## src/rtl/wsie_pkg.sv

```systemverilog
// Package of the security information element parser: record kinds, status
// codes, suite constants, the queue entry and output record types.
// No dependencies; the RTL modules use it by scoped names and the verification files import it.
`default_nettype none

package wsie_pkg;

   typedef enum logic [2:0] {
      KIND_GROUP    = 3'd0,
      KIND_PAIRWISE = 3'd1,
      KIND_AKM      = 3'd2,
      KIND_CAPS     = 3'd3,
      KIND_END      = 3'd4
   } kind_type;

   typedef enum logic [1:0] {
      ST_OK          = 2'd0,
      ST_SHORT       = 2'd1,
      ST_BAD_VERSION = 2'd2,
      ST_BAD_HEADER  = 2'd3
   } status_type;

   localparam logic [1:0]  CLASS_IEEE   = 2'd0;
   localparam logic [1:0]  CLASS_VENDOR = 2'd1;
   localparam logic [1:0]  CLASS_OTHER  = 2'd2;

   localparam logic [23:0] OUI_IEEE     = 24'h000FAC;
   localparam logic [23:0] OUI_VENDOR   = 24'h0050F2;
   localparam logic [7:0]  WPA_OUI_TYPE = 8'h01;
   localparam logic [15:0] VERSION_ONE  = 16'd1;
   localparam logic [7:0]  CIPHER_TKIP  = 8'd2;
   localparam logic [7:0]  CIPHER_CCMP  = 8'd4;

   localparam int QUEUE_DEPTH = 4;

   typedef struct packed {
      logic       a_valid;
      kind_type   a_kind;
      logic [1:0] a_idx;
      logic [23:0] a_oui;
      logic [7:0] a_type;
      logic [15:0] a_caps;
      logic       d_valid;
      kind_type   d_kind;
      logic       d_fmt;
      logic       e_valid;
      status_type e_status;
      logic [2:0] e_pw;
      logic [2:0] e_akm;
   } entry_type;

   typedef struct packed {
      logic full;
      logic empty;
   } queue_status_type;

   typedef struct packed {
      kind_type    record_kind;
      logic [1:0]  suite_index;
      logic [23:0] suite_oui;
      logic [7:0]  suite_type;
      logic [1:0]  oui_class;
      logic        suite_known;
      logic        from_default;
      logic [15:0] capabilities_value;
      status_type  status;
      logic [2:0]  pairwise_total;
      logic [2:0]  akm_total;
      logic        last_record;
   } rec_type;

   function automatic logic [7:0] wpa_hdr_byte(input logic [1:0] pos);
      logic [7:0] b;
      case (pos)
         2'd0:    b = OUI_VENDOR[23:16];
         2'd1:    b = OUI_VENDOR[15:8];
         2'd2:    b = OUI_VENDOR[7:0];
         default: b = WPA_OUI_TYPE;
      endcase
      return b;
   endfunction

   function automatic logic [1:0] oui_class_of(input logic [23:0] oui);
      logic [1:0] c;
      if (oui == OUI_IEEE) begin
         c = CLASS_IEEE;
      end else if (oui == OUI_VENDOR) begin
         c = CLASS_VENDOR;
      end else begin
         c = CLASS_OTHER;
      end
      return c;
   endfunction

   function automatic logic suite_named(input kind_type kind, input logic [1:0] cls,
                                        input logic [7:0] stype);
      logic k;
      k = 1'b0;
      if (kind == KIND_AKM) begin
         if (cls == CLASS_IEEE) begin
            k = (stype >= 8'd1) && (stype <= 8'd18);
         end else if (cls == CLASS_VENDOR) begin
            k = (stype >= 8'd1) && (stype <= 8'd2);
         end
      end else begin
         if (cls == CLASS_IEEE) begin
            k = (stype <= 8'd13);
         end else if (cls == CLASS_VENDOR) begin
            k = (stype <= 8'd5);
         end
      end
      return k;
   endfunction

endpackage

`default_nettype wire

```

## src/rtl/wsie_if.sv

```systemverilog
// Channel interfaces of the parser: body byte requests and result records.
// Depends on nothing; the top level and the front and back modules use them.
`default_nettype none

interface wsie_req_if;
   logic       valid;
   logic       ready;
   logic [7:0] byte_value;
   logic       byte_present;
   logic       end_of_body;

   modport source (output valid, output byte_value, output byte_present,
                   output end_of_body, input ready);
   modport sink (input valid, input byte_value, input byte_present,
                 input end_of_body, output ready);
endinterface

interface wsie_rsp_if;
   logic        valid;
   logic        ready;
   logic [2:0]  record_kind;
   logic [1:0]  suite_index;
   logic [23:0] suite_oui;
   logic [7:0]  suite_type;
   logic [1:0]  oui_class;
   logic        suite_known;
   logic        from_default;
   logic [15:0] capabilities_value;
   logic [1:0]  status;
   logic [2:0]  pairwise_total;
   logic [2:0]  akm_total;
   logic        last_record;

   modport source (output valid, output record_kind, output suite_index,
                   output suite_oui, output suite_type, output oui_class,
                   output suite_known, output from_default,
                   output capabilities_value, output status,
                   output pairwise_total, output akm_total,
                   output last_record, input ready);
   modport sink (input valid, input record_kind, input suite_index,
                 input suite_oui, input suite_type, input oui_class,
                 input suite_known, input from_default,
                 input capabilities_value, input status,
                 input pairwise_total, input akm_total,
                 input last_record, output ready);
endinterface

`default_nettype wire

```

## src/rtl/wlan_security_ie_parser_top.sv

```systemverilog
// A record reaches rsp_chan through the queue and then the output register: the edge
// that accepts its transaction writes the queue, and the output register loads it when free.
// Throughput: one request transaction per cycle while the four-entry queue has room;
// one record per cycle leaves the output register while the receiver is ready, so a
// transaction with several records holds the emitter while the queue keeps taking requests.
// Reset is synchronous and active high; it clears the parse state and the format.
`default_nettype none

module wlan_security_ie_parser_top #(
   parameter int MAX_SUITES = 4
) (
   input  wire logic  clock,
   input  wire logic  reset,
   wsie_req_if.sink   req_chan,
   wsie_rsp_if.source rsp_chan,
   input  wire logic  csr_we,
   input  wire logic  csr_wdata
);

   wsie_pkg::queue_status_type q_status;
   wsie_pkg::entry_type        push_entry, head_entry;
   logic                       push, pop;

   wsie_front #(
      .MAX_SUITES(MAX_SUITES)
   ) u_front (
      .clock    (clock),
      .reset    (reset),
      .csr_we   (csr_we),
      .csr_wdata(csr_wdata),
      .req_chan (req_chan),
      .q_status (q_status),
      .q_push   (push),
      .q_entry  (push_entry)
   );

   wsie_queue u_queue (
      .clock     (clock),
      .reset     (reset),
      .push      (push),
      .push_entry(push_entry),
      .pop       (pop),
      .head_entry(head_entry),
      .status    (q_status)
   );

   wsie_back u_back (
      .clock     (clock),
      .reset     (reset),
      .head_entry(head_entry),
      .q_status  (q_status),
      .pop       (pop),
      .rsp_chan  (rsp_chan)
   );

endmodule

`default_nettype wire

```

## src/rtl/wsie_front.sv

```systemverilog
// Front end of the parser: accepts body bytes, runs the parse phase machine
// and pushes one queue entry per transaction that causes records.
// Depends on wsie_pkg and wsie_req_if.
`default_nettype none

module wsie_front #(
   parameter int MAX_SUITES = 4
) (
   input  wire logic                      clock,
   input  wire logic                      reset,
   input  wire logic                      csr_we,
   input  wire logic                      csr_wdata,
   wsie_req_if.sink                       req_chan,
   input  wire wsie_pkg::queue_status_type q_status,
   output logic                           q_push,
   output wsie_pkg::entry_type            q_entry
);

   localparam int CW = $clog2(MAX_SUITES + 1);

   typedef enum logic [3:0] {
      PH_START, PH_HDR, PH_VER, PH_GROUP, PH_PWCNT, PH_PWSUITE, PH_PWSKIP,
      PH_AKMCNT, PH_AKMSUITE, PH_AKMSKIP, PH_CAPS, PH_DONE, PH_FAIL
   } phase_type;

   phase_type            phase_ff, phase_in, cur_phase;
   logic [1:0]           pos_ff, pos_in;
   logic [23:0]          buf_ff, buf_in;
   logic [15:0]          count_ff, count_in;
   logic [CW-1:0]        taken_ff, taken_in, taken_next;
   logic [17:0]          skip_ff, skip_in;
   logic [CW-1:0]        pw_seen_ff, pw_seen_in;
   logic [CW-1:0]        akm_seen_ff, akm_seen_in;
   wsie_pkg::status_type err_ff, err_in, end_status;
   logic                 fmt_ff, fmt_in;
   logic                 accept;
   logic [15:0]          word;
   wsie_pkg::entry_type  ent;

   function automatic logic [CW-1:0] sat(input logic [15:0] w);
      return (w > 16'(MAX_SUITES)) ? CW'(MAX_SUITES) : CW'(w);
   endfunction

   assign req_chan.ready = !q_status.full;
   assign accept         = req_chan.valid && req_chan.ready;
   assign word           = {req_chan.byte_value, buf_ff[7:0]};
   assign taken_next     = taken_ff + CW'(1);

   always_comb begin
      phase_in    = phase_ff;
      pos_in      = pos_ff;
      buf_in      = buf_ff;
      count_in    = count_ff;
      taken_in    = taken_ff;
      skip_in     = skip_ff;
      pw_seen_in  = pw_seen_ff;
      akm_seen_in = akm_seen_ff;
      err_in      = err_ff;
      fmt_in      = csr_we ? csr_wdata : fmt_ff;
      cur_phase   = phase_ff;
      end_status  = err_ff;
      ent         = '0;
      ent.d_fmt   = fmt_ff;

      if (accept && req_chan.byte_present) begin
         if (phase_ff == PH_START) begin
            cur_phase = fmt_ff ? PH_HDR : PH_VER;
         end
         phase_in = cur_phase;
         case (cur_phase)
            PH_HDR: begin
               if (req_chan.byte_value != wsie_pkg::wpa_hdr_byte(pos_ff)) begin
                  err_in = wsie_pkg::ST_BAD_HEADER;
               end
               if (pos_ff == 2'd3) begin
                  phase_in = PH_VER;
                  pos_in   = 2'd0;
               end else begin
                  pos_in = pos_ff + 2'd1;
               end
            end
            PH_VER, PH_PWCNT, PH_AKMCNT, PH_CAPS: begin
               if (pos_ff == 2'd0) begin
                  buf_in = {16'd0, req_chan.byte_value};
                  pos_in = 2'd1;
               end else begin
                  pos_in = 2'd0;
                  case (cur_phase)
                     PH_VER: begin
                        if (err_ff == wsie_pkg::ST_BAD_HEADER) begin
                           phase_in = PH_FAIL;
                        end else if (word != wsie_pkg::VERSION_ONE) begin
                           err_in   = wsie_pkg::ST_BAD_VERSION;
                           phase_in = PH_FAIL;
                        end else begin
                           phase_in = PH_GROUP;
                        end
                     end
                     PH_PWCNT: begin
                        count_in   = word;
                        pw_seen_in = sat(word);
                        taken_in   = '0;
                        phase_in   = (word == 16'd0) ? PH_AKMCNT : PH_PWSUITE;
                     end
                     PH_AKMCNT: begin
                        count_in    = word;
                        akm_seen_in = sat(word);
                        taken_in    = '0;
                        if (word != 16'd0) begin
                           phase_in = PH_AKMSUITE;
                        end else begin
                           phase_in = fmt_ff ? PH_DONE : PH_CAPS;
                        end
                     end
                     default: begin
                        ent.a_valid = 1'b1;
                        ent.a_kind  = wsie_pkg::KIND_CAPS;
                        ent.a_caps  = word;
                        phase_in    = PH_DONE;
                     end
                  endcase
               end
            end
            PH_GROUP, PH_PWSUITE, PH_AKMSUITE: begin
               if (pos_ff != 2'd3) begin
                  buf_in = {buf_ff[15:0], req_chan.byte_value};
                  pos_in = pos_ff + 2'd1;
               end else begin
                  pos_in      = 2'd0;
                  ent.a_valid = 1'b1;
                  ent.a_oui   = buf_ff;
                  ent.a_type  = req_chan.byte_value;
                  if (cur_phase == PH_GROUP) begin
                     ent.a_kind = wsie_pkg::KIND_GROUP;
                     phase_in   = PH_PWCNT;
                  end else begin
                     ent.a_kind = (cur_phase == PH_PWSUITE) ? wsie_pkg::KIND_PAIRWISE
                                                            : wsie_pkg::KIND_AKM;
                     ent.a_idx  = 2'(taken_ff);
                     taken_in   = taken_next;
                     if (taken_next >= sat(count_ff)) begin
                        if (cur_phase == PH_PWSUITE) begin
                           if (count_ff > 16'(MAX_SUITES)) begin
                              skip_in  = {count_ff - 16'(MAX_SUITES), 2'b00};
                              phase_in = PH_PWSKIP;
                           end else begin
                              phase_in = PH_AKMCNT;
                           end
                        end else begin
                           if ((count_ff > 16'(MAX_SUITES)) && !fmt_ff) begin
                              skip_in  = {count_ff - 16'(MAX_SUITES), 2'b00};
                              phase_in = PH_AKMSKIP;
                           end else begin
                              phase_in = fmt_ff ? PH_DONE : PH_CAPS;
                           end
                        end
                     end
                  end
               end
            end
            PH_PWSKIP, PH_AKMSKIP: begin
               if (skip_ff != 18'd0) begin
                  skip_in = skip_ff - 18'd1;
               end
               if (skip_in == 18'd0) begin
                  pos_in = 2'd0;
                  if (cur_phase == PH_PWSKIP) begin
                     phase_in = PH_AKMCNT;
                  end else begin
                     phase_in = fmt_ff ? PH_DONE : PH_CAPS;
                  end
               end
            end
            default: begin
            end
         endcase
      end

      if (accept && req_chan.end_of_body) begin
         end_status = err_in;
         case (phase_in)
            PH_START, PH_HDR, PH_VER, PH_PWSUITE, PH_AKMSUITE: begin
               end_status = wsie_pkg::ST_SHORT;
            end
            PH_GROUP: begin
               ent.d_valid = 1'b1;
               ent.d_kind  = wsie_pkg::KIND_GROUP;
               end_status  = wsie_pkg::ST_OK;
            end
            PH_PWCNT: begin
               ent.d_valid = 1'b1;
               ent.d_kind  = wsie_pkg::KIND_PAIRWISE;
               pw_seen_in  = CW'(1);
               end_status  = wsie_pkg::ST_OK;
            end
            default: begin
            end
         endcase
         ent.e_valid  = 1'b1;
         ent.e_status = end_status;
         ent.e_pw     = 3'(pw_seen_in);
         ent.e_akm    = 3'(akm_seen_in);
         phase_in     = PH_START;
         pos_in       = 2'd0;
         buf_in       = '0;
         count_in     = '0;
         taken_in     = '0;
         skip_in      = '0;
         pw_seen_in   = '0;
         akm_seen_in  = '0;
         err_in       = wsie_pkg::ST_OK;
      end
   end

   assign q_push  = accept && (ent.a_valid || ent.d_valid || ent.e_valid);
   assign q_entry = ent;

   always_ff @(posedge clock) begin
      if (reset) begin
         phase_ff    <= PH_START;
         pos_ff      <= '0;
         buf_ff      <= '0;
         count_ff    <= '0;
         taken_ff    <= '0;
         skip_ff     <= '0;
         pw_seen_ff  <= '0;
         akm_seen_ff <= '0;
         err_ff      <= wsie_pkg::ST_OK;
         fmt_ff      <= 1'b0;
      end else begin
         phase_ff    <= phase_in;
         pos_ff      <= pos_in;
         buf_ff      <= buf_in;
         count_ff    <= count_in;
         taken_ff    <= taken_in;
         skip_ff     <= skip_in;
         pw_seen_ff  <= pw_seen_in;
         akm_seen_ff <= akm_seen_in;
         err_ff      <= err_in;
         fmt_ff      <= fmt_in;
      end
   end

endmodule

`default_nettype wire

```

## src/rtl/wsie_queue.sv

```systemverilog
// Short queue between the parser front end and the record emitter.
// Depends on wsie_pkg for the entry type and the queue depth.
`default_nettype none

module wsie_queue (
   input  wire logic                  clock,
   input  wire logic                  reset,
   input  wire logic                  push,
   input  wire wsie_pkg::entry_type   push_entry,
   input  wire logic                  pop,
   output wsie_pkg::entry_type        head_entry,
   output wsie_pkg::queue_status_type status
);

   localparam int DEPTH = wsie_pkg::QUEUE_DEPTH;
   localparam int PW    = $clog2(DEPTH);
   localparam int NW    = $clog2(DEPTH + 1);

   wsie_pkg::entry_type mem [DEPTH];
   logic [PW-1:0]       wr_ptr_ff, wr_ptr_in;
   logic [PW-1:0]       rd_ptr_ff, rd_ptr_in;
   logic [NW-1:0]       count_ff, count_in;

   assign status.full  = (count_ff == NW'(DEPTH));
   assign status.empty = (count_ff == '0);
   assign head_entry   = mem[rd_ptr_ff];

   always_comb begin
      wr_ptr_in = push ? wr_ptr_ff + PW'(1) : wr_ptr_ff;
      rd_ptr_in = pop ? rd_ptr_ff + PW'(1) : rd_ptr_ff;
      count_in  = count_ff;
      if (push && !pop) begin
         count_in = count_ff + NW'(1);
      end else if (pop && !push) begin
         count_in = count_ff - NW'(1);
      end
   end

   always_ff @(posedge clock) begin
      if (push) begin
         mem[wr_ptr_ff] <= push_entry;
      end
   end

   always_ff @(posedge clock) begin
      if (reset) begin
         wr_ptr_ff <= '0;
         rd_ptr_ff <= '0;
         count_ff  <= '0;
      end else begin
         wr_ptr_ff <= wr_ptr_in;
         rd_ptr_ff <= rd_ptr_in;
         count_ff  <= count_in;
      end
   end

`ifndef SYNTHESIS
   a_no_push_when_full: assert property (@(posedge clock) disable iff (reset)
      status.full |-> !push)
      else $error("Queue written while full.");

   a_no_pop_when_empty: assert property (@(posedge clock) disable iff (reset)
      pop |-> !status.empty)
      else $error("Queue read while empty.");
`endif

endmodule

`default_nettype wire

```

## src/rtl/wsie_back.sv

```systemverilog
// Back end of the parser: turns queue entries into result records, one per
// cycle while the receiver is ready, classifying each suite, into a registered output stage.
// Depends on wsie_pkg and wsie_rsp_if.
`default_nettype none

module wsie_back (
   input  wire logic                      clock,
   input  wire logic                      reset,
   input  wire wsie_pkg::entry_type        head_entry,
   input  wire wsie_pkg::queue_status_type q_status,
   output logic                           pop,
   wsie_rsp_if.source                     rsp_chan
);

   logic [2:0]        present, pending, pick, done_ff, done_in;
   logic              load, valid_ff, valid_in;
   wsie_pkg::rec_type rec_ff, rec_in;
   logic [23:0]       d_oui;
   logic [7:0]        d_type;
   logic [1:0]        cls;

   assign present = {head_entry.e_valid, head_entry.d_valid, head_entry.a_valid};
   assign pending = q_status.empty ? 3'b000 : (present & ~done_ff);
   assign load    = (!valid_ff || rsp_chan.ready) && (pending != 3'b000);
   assign pop     = load && ((pending & ~pick) == 3'b000);
   assign d_oui   = head_entry.d_fmt ? wsie_pkg::OUI_VENDOR : wsie_pkg::OUI_IEEE;
   assign d_type  = head_entry.d_fmt ? wsie_pkg::CIPHER_TKIP : wsie_pkg::CIPHER_CCMP;

   always_comb begin
      pick   = 3'b000;
      cls    = wsie_pkg::CLASS_IEEE;
      rec_in = '0;
      if (pending[0]) begin
         pick = 3'b001;
         rec_in.record_kind = head_entry.a_kind;
         if (head_entry.a_kind == wsie_pkg::KIND_CAPS) begin
            rec_in.capabilities_value = head_entry.a_caps;
         end else begin
            cls                = wsie_pkg::oui_class_of(head_entry.a_oui);
            rec_in.suite_index = head_entry.a_idx;
            rec_in.suite_oui   = head_entry.a_oui;
            rec_in.suite_type  = head_entry.a_type;
            rec_in.oui_class   = cls;
            rec_in.suite_known = wsie_pkg::suite_named(head_entry.a_kind, cls,
                                                       head_entry.a_type);
         end
      end else if (pending[1]) begin
         pick                = 3'b010;
         cls                 = wsie_pkg::oui_class_of(d_oui);
         rec_in.record_kind  = head_entry.d_kind;
         rec_in.suite_oui    = d_oui;
         rec_in.suite_type   = d_type;
         rec_in.oui_class    = cls;
         rec_in.suite_known  = wsie_pkg::suite_named(head_entry.d_kind, cls, d_type);
         rec_in.from_default = 1'b1;
      end else begin
         pick                  = 3'b100;
         rec_in.record_kind    = wsie_pkg::KIND_END;
         rec_in.status         = head_entry.e_status;
         rec_in.pairwise_total = head_entry.e_pw;
         rec_in.akm_total      = head_entry.e_akm;
         rec_in.last_record    = 1'b1;
      end
   end

   always_comb begin
      done_in  = done_ff;
      valid_in = valid_ff;
      if (load) begin
         valid_in = 1'b1;
         done_in  = pop ? 3'b000 : (done_ff | pick);
      end else if (rsp_chan.ready) begin
         valid_in = 1'b0;
      end
   end

   always_ff @(posedge clock) begin
      if (reset) begin
         valid_ff <= 1'b0;
         done_ff  <= 3'b000;
      end else begin
         valid_ff <= valid_in;
         done_ff  <= done_in;
      end
   end

   always_ff @(posedge clock) begin
      if (load) begin
         rec_ff <= rec_in;
      end
   end

   assign rsp_chan.valid              = valid_ff;
   assign rsp_chan.record_kind        = rec_ff.record_kind;
   assign rsp_chan.suite_index        = rec_ff.suite_index;
   assign rsp_chan.suite_oui          = rec_ff.suite_oui;
   assign rsp_chan.suite_type         = rec_ff.suite_type;
   assign rsp_chan.oui_class          = rec_ff.oui_class;
   assign rsp_chan.suite_known        = rec_ff.suite_known;
   assign rsp_chan.from_default       = rec_ff.from_default;
   assign rsp_chan.capabilities_value = rec_ff.capabilities_value;
   assign rsp_chan.status             = rec_ff.status;
   assign rsp_chan.pairwise_total     = rec_ff.pairwise_total;
   assign rsp_chan.akm_total          = rec_ff.akm_total;
   assign rsp_chan.last_record        = rec_ff.last_record;

`ifndef SYNTHESIS
   a_done_clear_when_empty: assert property (@(posedge clock) disable iff (reset)
      q_status.empty |-> (done_ff == 3'b000))
      else $error("Emitter progress left over with no queued entry.");

   a_last_is_end: assert property (@(posedge clock) disable iff (reset)
      (valid_ff && rec_ff.last_record) |-> (rec_ff.record_kind == wsie_pkg::KIND_END))
      else $error("Closing flag on a record that is not an end status.");
`endif

endmodule

`default_nettype wire

```

## src/flat_wrapper.sv

```systemverilog
// flat-port wrapper written by rule: the top's interface ports become plain ports
module wlan_security_ie_parser_top_flat 
#(
   parameter int MAX_SUITES = 4
)
  (clock, reset, csr_we, csr_wdata, req_chan_valid, req_chan_byte_value, req_chan_byte_present, req_chan_end_of_body, req_chan_ready, rsp_chan_valid, rsp_chan_record_kind, rsp_chan_suite_index, rsp_chan_suite_oui, rsp_chan_suite_type, rsp_chan_oui_class, rsp_chan_suite_known, rsp_chan_from_default, rsp_chan_capabilities_value, rsp_chan_status, rsp_chan_pairwise_total, rsp_chan_akm_total, rsp_chan_last_record, rsp_chan_ready);
  wsie_req_if req_chan_i ();
  wsie_rsp_if rsp_chan_i ();
  input  wire logic clock;
  input  wire logic reset;
  input  wire logic csr_we;
  input  wire logic csr_wdata;
  input wire logic [$bits(req_chan_i.valid)-1:0] req_chan_valid;
  input wire logic [$bits(req_chan_i.byte_value)-1:0] req_chan_byte_value;
  input wire logic [$bits(req_chan_i.byte_present)-1:0] req_chan_byte_present;
  input wire logic [$bits(req_chan_i.end_of_body)-1:0] req_chan_end_of_body;
  output wire logic [$bits(req_chan_i.ready)-1:0] req_chan_ready;
  output wire logic [$bits(rsp_chan_i.valid)-1:0] rsp_chan_valid;
  output wire logic [$bits(rsp_chan_i.record_kind)-1:0] rsp_chan_record_kind;
  output wire logic [$bits(rsp_chan_i.suite_index)-1:0] rsp_chan_suite_index;
  output wire logic [$bits(rsp_chan_i.suite_oui)-1:0] rsp_chan_suite_oui;
  output wire logic [$bits(rsp_chan_i.suite_type)-1:0] rsp_chan_suite_type;
  output wire logic [$bits(rsp_chan_i.oui_class)-1:0] rsp_chan_oui_class;
  output wire logic [$bits(rsp_chan_i.suite_known)-1:0] rsp_chan_suite_known;
  output wire logic [$bits(rsp_chan_i.from_default)-1:0] rsp_chan_from_default;
  output wire logic [$bits(rsp_chan_i.capabilities_value)-1:0] rsp_chan_capabilities_value;
  output wire logic [$bits(rsp_chan_i.status)-1:0] rsp_chan_status;
  output wire logic [$bits(rsp_chan_i.pairwise_total)-1:0] rsp_chan_pairwise_total;
  output wire logic [$bits(rsp_chan_i.akm_total)-1:0] rsp_chan_akm_total;
  output wire logic [$bits(rsp_chan_i.last_record)-1:0] rsp_chan_last_record;
  input wire logic [$bits(rsp_chan_i.ready)-1:0] rsp_chan_ready;
  assign req_chan_i.valid = req_chan_valid;
  assign req_chan_i.byte_value = req_chan_byte_value;
  assign req_chan_i.byte_present = req_chan_byte_present;
  assign req_chan_i.end_of_body = req_chan_end_of_body;
  assign req_chan_ready = req_chan_i.ready;
  assign rsp_chan_valid = rsp_chan_i.valid;
  assign rsp_chan_record_kind = rsp_chan_i.record_kind;
  assign rsp_chan_suite_index = rsp_chan_i.suite_index;
  assign rsp_chan_suite_oui = rsp_chan_i.suite_oui;
  assign rsp_chan_suite_type = rsp_chan_i.suite_type;
  assign rsp_chan_oui_class = rsp_chan_i.oui_class;
  assign rsp_chan_suite_known = rsp_chan_i.suite_known;
  assign rsp_chan_from_default = rsp_chan_i.from_default;
  assign rsp_chan_capabilities_value = rsp_chan_i.capabilities_value;
  assign rsp_chan_status = rsp_chan_i.status;
  assign rsp_chan_pairwise_total = rsp_chan_i.pairwise_total;
  assign rsp_chan_akm_total = rsp_chan_i.akm_total;
  assign rsp_chan_last_record = rsp_chan_i.last_record;
  assign rsp_chan_i.ready = rsp_chan_ready;
  wlan_security_ie_parser_top #(.MAX_SUITES(MAX_SUITES)) u_core (.clock(clock), .reset(reset), .req_chan(req_chan_i), .rsp_chan(rsp_chan_i), .csr_we(csr_we), .csr_wdata(csr_wdata));
endmodule
```

## config.mk

```make
export PLATFORM = sky130hd
export DESIGN_NAME = wlan_security_ie_parser_top_flat
export DESIGN_NICKNAME = d
export VERILOG_FILES = /design/src/rtl/wsie_pkg.sv /design/src/rtl/wsie_if.sv /design/src/rtl/wlan_security_ie_parser_top.sv /design/src/rtl/wsie_front.sv /design/src/rtl/wsie_queue.sv /design/src/rtl/wsie_back.sv /design/src/flat_wrapper.sv
export SDC_FILE = /design/constraint.sdc
export NUM_CORES = 1
export LEC_CHECK = 0
export BUFFER_PORTS_ARGS = -buffer_cell sky130_fd_sc_hd__buf_2
export CAP_MARGIN = 20
export CORE_MARGIN = 5
export CORE_UTILIZATION = 40
export CTS_BUF_LIST = sky130_fd_sc_hd__clkbuf_4
export DETAILED_ROUTE_END_ITERATION = 8
export PLACE_DENSITY = 0.61
export SETUP_SLACK_MARGIN = 0.05
export SYNTH_ARGS = -nofsm -noshare
export SYNTH_HDL_FRONTEND = slang
export SYNTH_SLANG_ARGS = --single-unit
```

## constraint.sdc

```tcl
create_clock -name clock -period 12.2 [get_ports clock]
set_input_delay 0.61 -clock clock [delete_from_list [all_inputs] [get_ports clock]]
set_output_delay 0.61 -clock clock [all_outputs]
set_load 0.02 [all_outputs]
```

After elaboration in Yosys (flattened, before gate mapping)
Memories as Yosys holds them, arrays and structs flattened. A register that Yosys moved wholly into a read port is not among the register bits.
Cells that the tools add are included.
{ "word_totals": {"output_inout_bits": 68, "ramBits": 272, "word_cells": 272, "n_memories": 1, "regBits": 153} }
{ "classes": {"addsub": 8, "mux": 119, "eq_ne": 43, "n_reduce_logical": 54, "n_lt_le_gt_ge": 13, "bitwise_logic": 7} }
{ "mem_list": {"columns": ["name", "words", "width", "read_ports", "rd_clocked_by_memory_dff", "wr", "line", "rtl"], "rows": [
  ["u_core.u_queue.mem", 4, 68, 1, 1, 1, "wsie_queue.sv:19", "wsie_pkg::entry_type mem [DEPTH];"]
]} }
{ "ops": {"columns": ["op", "count"], "rows": [
  ["18-bit two-way mux", 9],
  ["3-bit two-way mux", 24],
  ["35-bit two-way mux", 2],
  ["4-bit two-way mux", 16],
  ["54-bit two-way mux", 1],
  ["2-bit two-way mux", 26],
  ["16-bit two-way mux", 3],
  ["24-bit two-way mux", 2],
  ["24-bit one-hot mux with 2 select lines", 1],
  ["38-bit two-way mux", 1],
  ["18-bit one-hot mux with 2 select lines", 1],
  ["34-bit two-way mux", 1],
  ["16-bit by 3-bit > comparator with 1-bit output (second input constant)", 2],
  ["27-bit two-way mux", 1],
  ["24-bit by 12-bit equality test with 1-bit output (second input constant)", 1],
  ["24-bit by 15-bit equality test with 1-bit output (second input constant)", 1],
  ["4-bit by 3-bit equality test with 1-bit output (second input constant)", 6],
  ["8-bit one-hot mux with 3 select lines", 1],
  ["18-bit logical NOT", 1],
  ["1-bit two-way mux", 18],
  ["2-bit inequality test (second input constant)", 9],
  ["18-bit nonzero test", 1],
  ["18-bit by 1-bit subtractor with 18-bit output (second input constant)", 1],
  ["4-bit by 2-bit equality test with 1-bit output (second input constant)", 4],
  ["59 further kinds", 111]
]} }

Longest topological paths before layout
{ "logic_depth": {"ltp_word": 23, "depth_mapped": 16, "depth_no_buf": 14} }

Modules after synthesis
Synthesis repeated with hierarchy kept, for this count alone.
{ "hier_totals": {"hier_cells": 1322, "hier_area_um2": 18353.9} }
{ "modules_own_cells": {"columns": ["mod", "seq_area_each_um2", "instances", "area_each_um2", "cells_each"], "rows": [
  ["wsie_queue", 8348.0, 1, 10264.8, 400],
  ["wsie_front", 1521.5, 1, 5177.5, 718],
  ["wsie_back", 2062.0, 1, 2911.5, 204]
]} }

Least setup slack after synthesis
No wires, ideal clock.
{ "synth_path": {"path_type": "register -> register", "from": "register with a tool-made name", "to": "register u_core.u_back.rec_ff, in the netlist u_core.u_back.rsp_chan.akm_total[0] (enable)", "path_buffers": 5, "period_less_slack_ns": 5.778, "stages_incl_launch_ff": 12, "setup_slack_ns": 6.422, "arrival_ns": 5.268, "path_cell_list": "dfxtp_1 > buf_2 > buf_2 > buf_2 > buf_2 > mux2i_1 > a211oi_1 > o21ai_1 > clkbuf_1 > nand2_1 > inv_1 > a21oi_1"} }
{ "synth_lines": {"columns": ["element", "line", "rtl"], "rows": [
  ["end signal, assigned", "wsie_back.sv:89", "rec_ff <= rec_in;"],
  ["end, declared", "wsie_back.sv:17", "wsie_pkg::rec_type rec_ff, rec_in;"]
]} }

==> out/metrics.cfg <==
[run_status]
outcome = complete, no violations

[clocking]
cts_sinks = 414
clockBufferDepth = 3
worstSkewPairLatency_ps = 810
cts_tree = built
cts_root_buffer = clkbuf_4
cts_buffers = 102
cts_max_level = 3
clk_pin_slew_worst_paths_ps = 70

[routing]
vias = 11000
vias_per_cell = 5.28
wirelength_mm = 40.1
drtIter0Drc = 852
drc = 0
ant_nets = 0
firstDrtPassIters = 6
wl_per_cell_um = 19.2

[critical_path]
crit_path_end = u_core.u_queue.mem[0][3]
worstPathRequired_ps = 12750
crit_arrival_ps = 5200
r2r_start = u_core.u_front.count_ff[8]
start_kind = flip-flop
critPathMaxFanout = 6
cp-end-kind = flip-flop
path_class = flip-flop to flip-flop
rrSetupSlack_ps = 7550
rr_endpoint = u_core.u_queue.mem[0][3]
worstSetupStartpoint = u_core.u_front.count_ff[8]
r2r_cells = 12

[timing]
finalHoldViolCount = 0
fmax_ghz = 0.215
setup_ws_ps = 7550
finClkSkew_ps = 69.0
tightestPinTransition_ps = 1070
setup_viol = 0
tns_ps = 0
rsz0062_at_grt = false
finalMaxSlewViolations = 0
relSlewSlack = 0.283
period_minus_slack_ps = 4650
fin_crit_sh = 0.381

[power]
ir_drop_v = 0.000143
p_per_area_nw_per_um2 = 202
leakage_nw = 7.20

[global_routing]
first_global_vias = 11100
groute.usage.overall = 0.168
antenna_found_initial = 1
grt_pass1_wl_mm = 63.0
grt_max_degree = 70
grt_overflow_total = 0

[logic_synthesis]
synth-edff-count = 325
synth_warnings = 0
synth.most_common_cell = edfxtp_1
synth.distinct_cells = 72
synth_flop_cell = edfxtp_1
synth_top_cell_area_share = 0.553
synth.area.top_cells = edfxtp_1 55%, dfxtp_1 10%, mux4_2 7.9%
avgSynthCellArea_um2 = 13.9
ys_seq_area_frac = 0.654
postSynth.asyncResetShare = 0
synthTopCellsByCount = 325 x edfxtp_1, 130 x nor2_1, 89 x dfxtp_1, 78 x and2_1
synthesis.area_um2 = 17600
yosysTopAreaCell = edfxtp_1
ys_ff_latch = 414
netlist_instances = 1274
synth_nets = 1307

[layout]
multiInputGateArea_um2 = 5750
layout-drive-gt1-share = 0.230
seq_area_um2 = 11500
nets = 1439
nFillCells = 4000
synthToLayoutAreaGrowth_pct = 13.6

[floorplanning]
die_h_um = 220
initial_core_util = 0.402
die_w_um = 220
rows = 77
io-pin-count = 84
core_um2 = 43900
die_area_um2 = 48400

[place]
dpl.hpwl_mm = 25.2
pre_cts_ws_ps = 7520
routabilityCongestion = 0.883
io_buffer_count = 83

[worst_hold_path]
hp-class = primary input to flip-flop

[run]
drv_cap = 0

-- state kept, by name (all words and copies together), names as in the netlist, 4 cells and up, named ones only --
name and count:
u_core.u_queue.mem 260, u_core.u_front.buf_ff 24, u_core.u_back.rsp_chan.capabilities_value 16, u_core.u_back.rsp_chan.suite_oui 24, u_core.u_front.phase_ff 4, u_core.u_front.count_ff 16, u_core.u_back.rsp_chan.suite_type 8, u_core.u_front.skip_ff 18
-- what timing repair did --
| item | CTS | global route |
|---|---|---|
| resized for setup | 0 | 0 |
| hold buffers | 1 | 0 |
| hold endpoints to repair | 1 | 0 |
| setup buffers | 0 | 0 |
-- worst max-delay path: stages, from the launching register on --
cell	delay, ps
dfxtp_1	360
nor4_1	510
nand2_1	130
nor4b_1	850
and2_1	230
ha_1	220
nand2b_1	130
a211o_1	330
and2_1	190
a32o_1	250
nor3_1	450
nand4_1	380
o22ai_1	380
-- report_power, final --
group / internal [W] / switching, W
Clock: 0.000634 / 0.000553
Sequential: 0.00176 / 0.0000739
Combinational: 0.000377 / 0.000657
-- worst min path at each step --
stage	slack [ps]	cells past startpoint	endpoint	startpoint
6_report	120	3	u_core.u_front.fmt_ff	csr_we
4_1_cts	10	3	u_core.u_front.fmt_ff	csr_we
5_1_grt	110	3	u_core.u_front.fmt_ff	csr_we
2_1_floorplan	410	2	u_core.u_back.done_ff[2]	u_core.u_back.done_ff[2]
3_5_place_dp	430	2	u_core.u_back.done_ff[2]	u_core.u_back.done_ff[2]
3_3_place_gp	420	2	u_core.u_back.done_ff[2]	u_core.u_back.done_ff[2]
-- per-stage QoR --
stage,instance area [µm²],hold slack (ps),total power (W),utilization,cells
4_1_cts,20000,14.9,0.00412,0.456,2087
3_5_place_dp,18700,427,0.00292,0.425,1893
6_report,20100,119,0.00406,0.456,2089
5_1_grt,20100,111,0.00429,0.456,2088
2_1_floorplan,17600,408,0.00261,-,1274
3_3_place_gp,18700,425,0.00291,0.425,1893
-- final cells by class --
class                      count  share of cell area
sequential                   414               0.576
multi-input combinational    766               0.287
clock buffer                 144              0.0539
tap                          592              0.0369
timing repair buffer          99              0.0268
clock inverter                49              0.0151
inverter                      23             0.00431
antenna                        2            0.000250
-- cell usage in the layout (no fill, tap or decap), drive strengths merged, types with 41 or more instances in the layout --
cell type / Yosys / routed
and2: 78 / 78
clkinv: 0 / 41
nand2: 62 / 62
dfxtp: 89 / 89
a21oi: 45 / 45
buf: 16 / 98
nor2: 130 / 130
o21ai: 43 / 43
mux4: 62 / 62
edfxtp: 325 / 325
clkbuf: 55 / 144
-- cells by family after synthesis --
logic type / Yosys count / synth area share
AOI/OAI and AO/OA: 189 / 0.0705
and+or+nand+nor: 439 / 0.130
DFF: 414 / 0.654
xor gates and xnor gates: 19 / 0.00943
muxes: 102 / 0.102
adders and majority gates: 17 / 0.0125
buffers and inverters: 94 / 0.0218
-- routing by layer --
layer,up-vias,wire length [µm],GRT usage
met5,-,0,0
met4,0,817,0.0603
met3,61,2590,0.0379
met2,367,19400,0.274
met1,5419,17300,0.222
li1,5189,-,-
(Power assumes the default switching activity.)
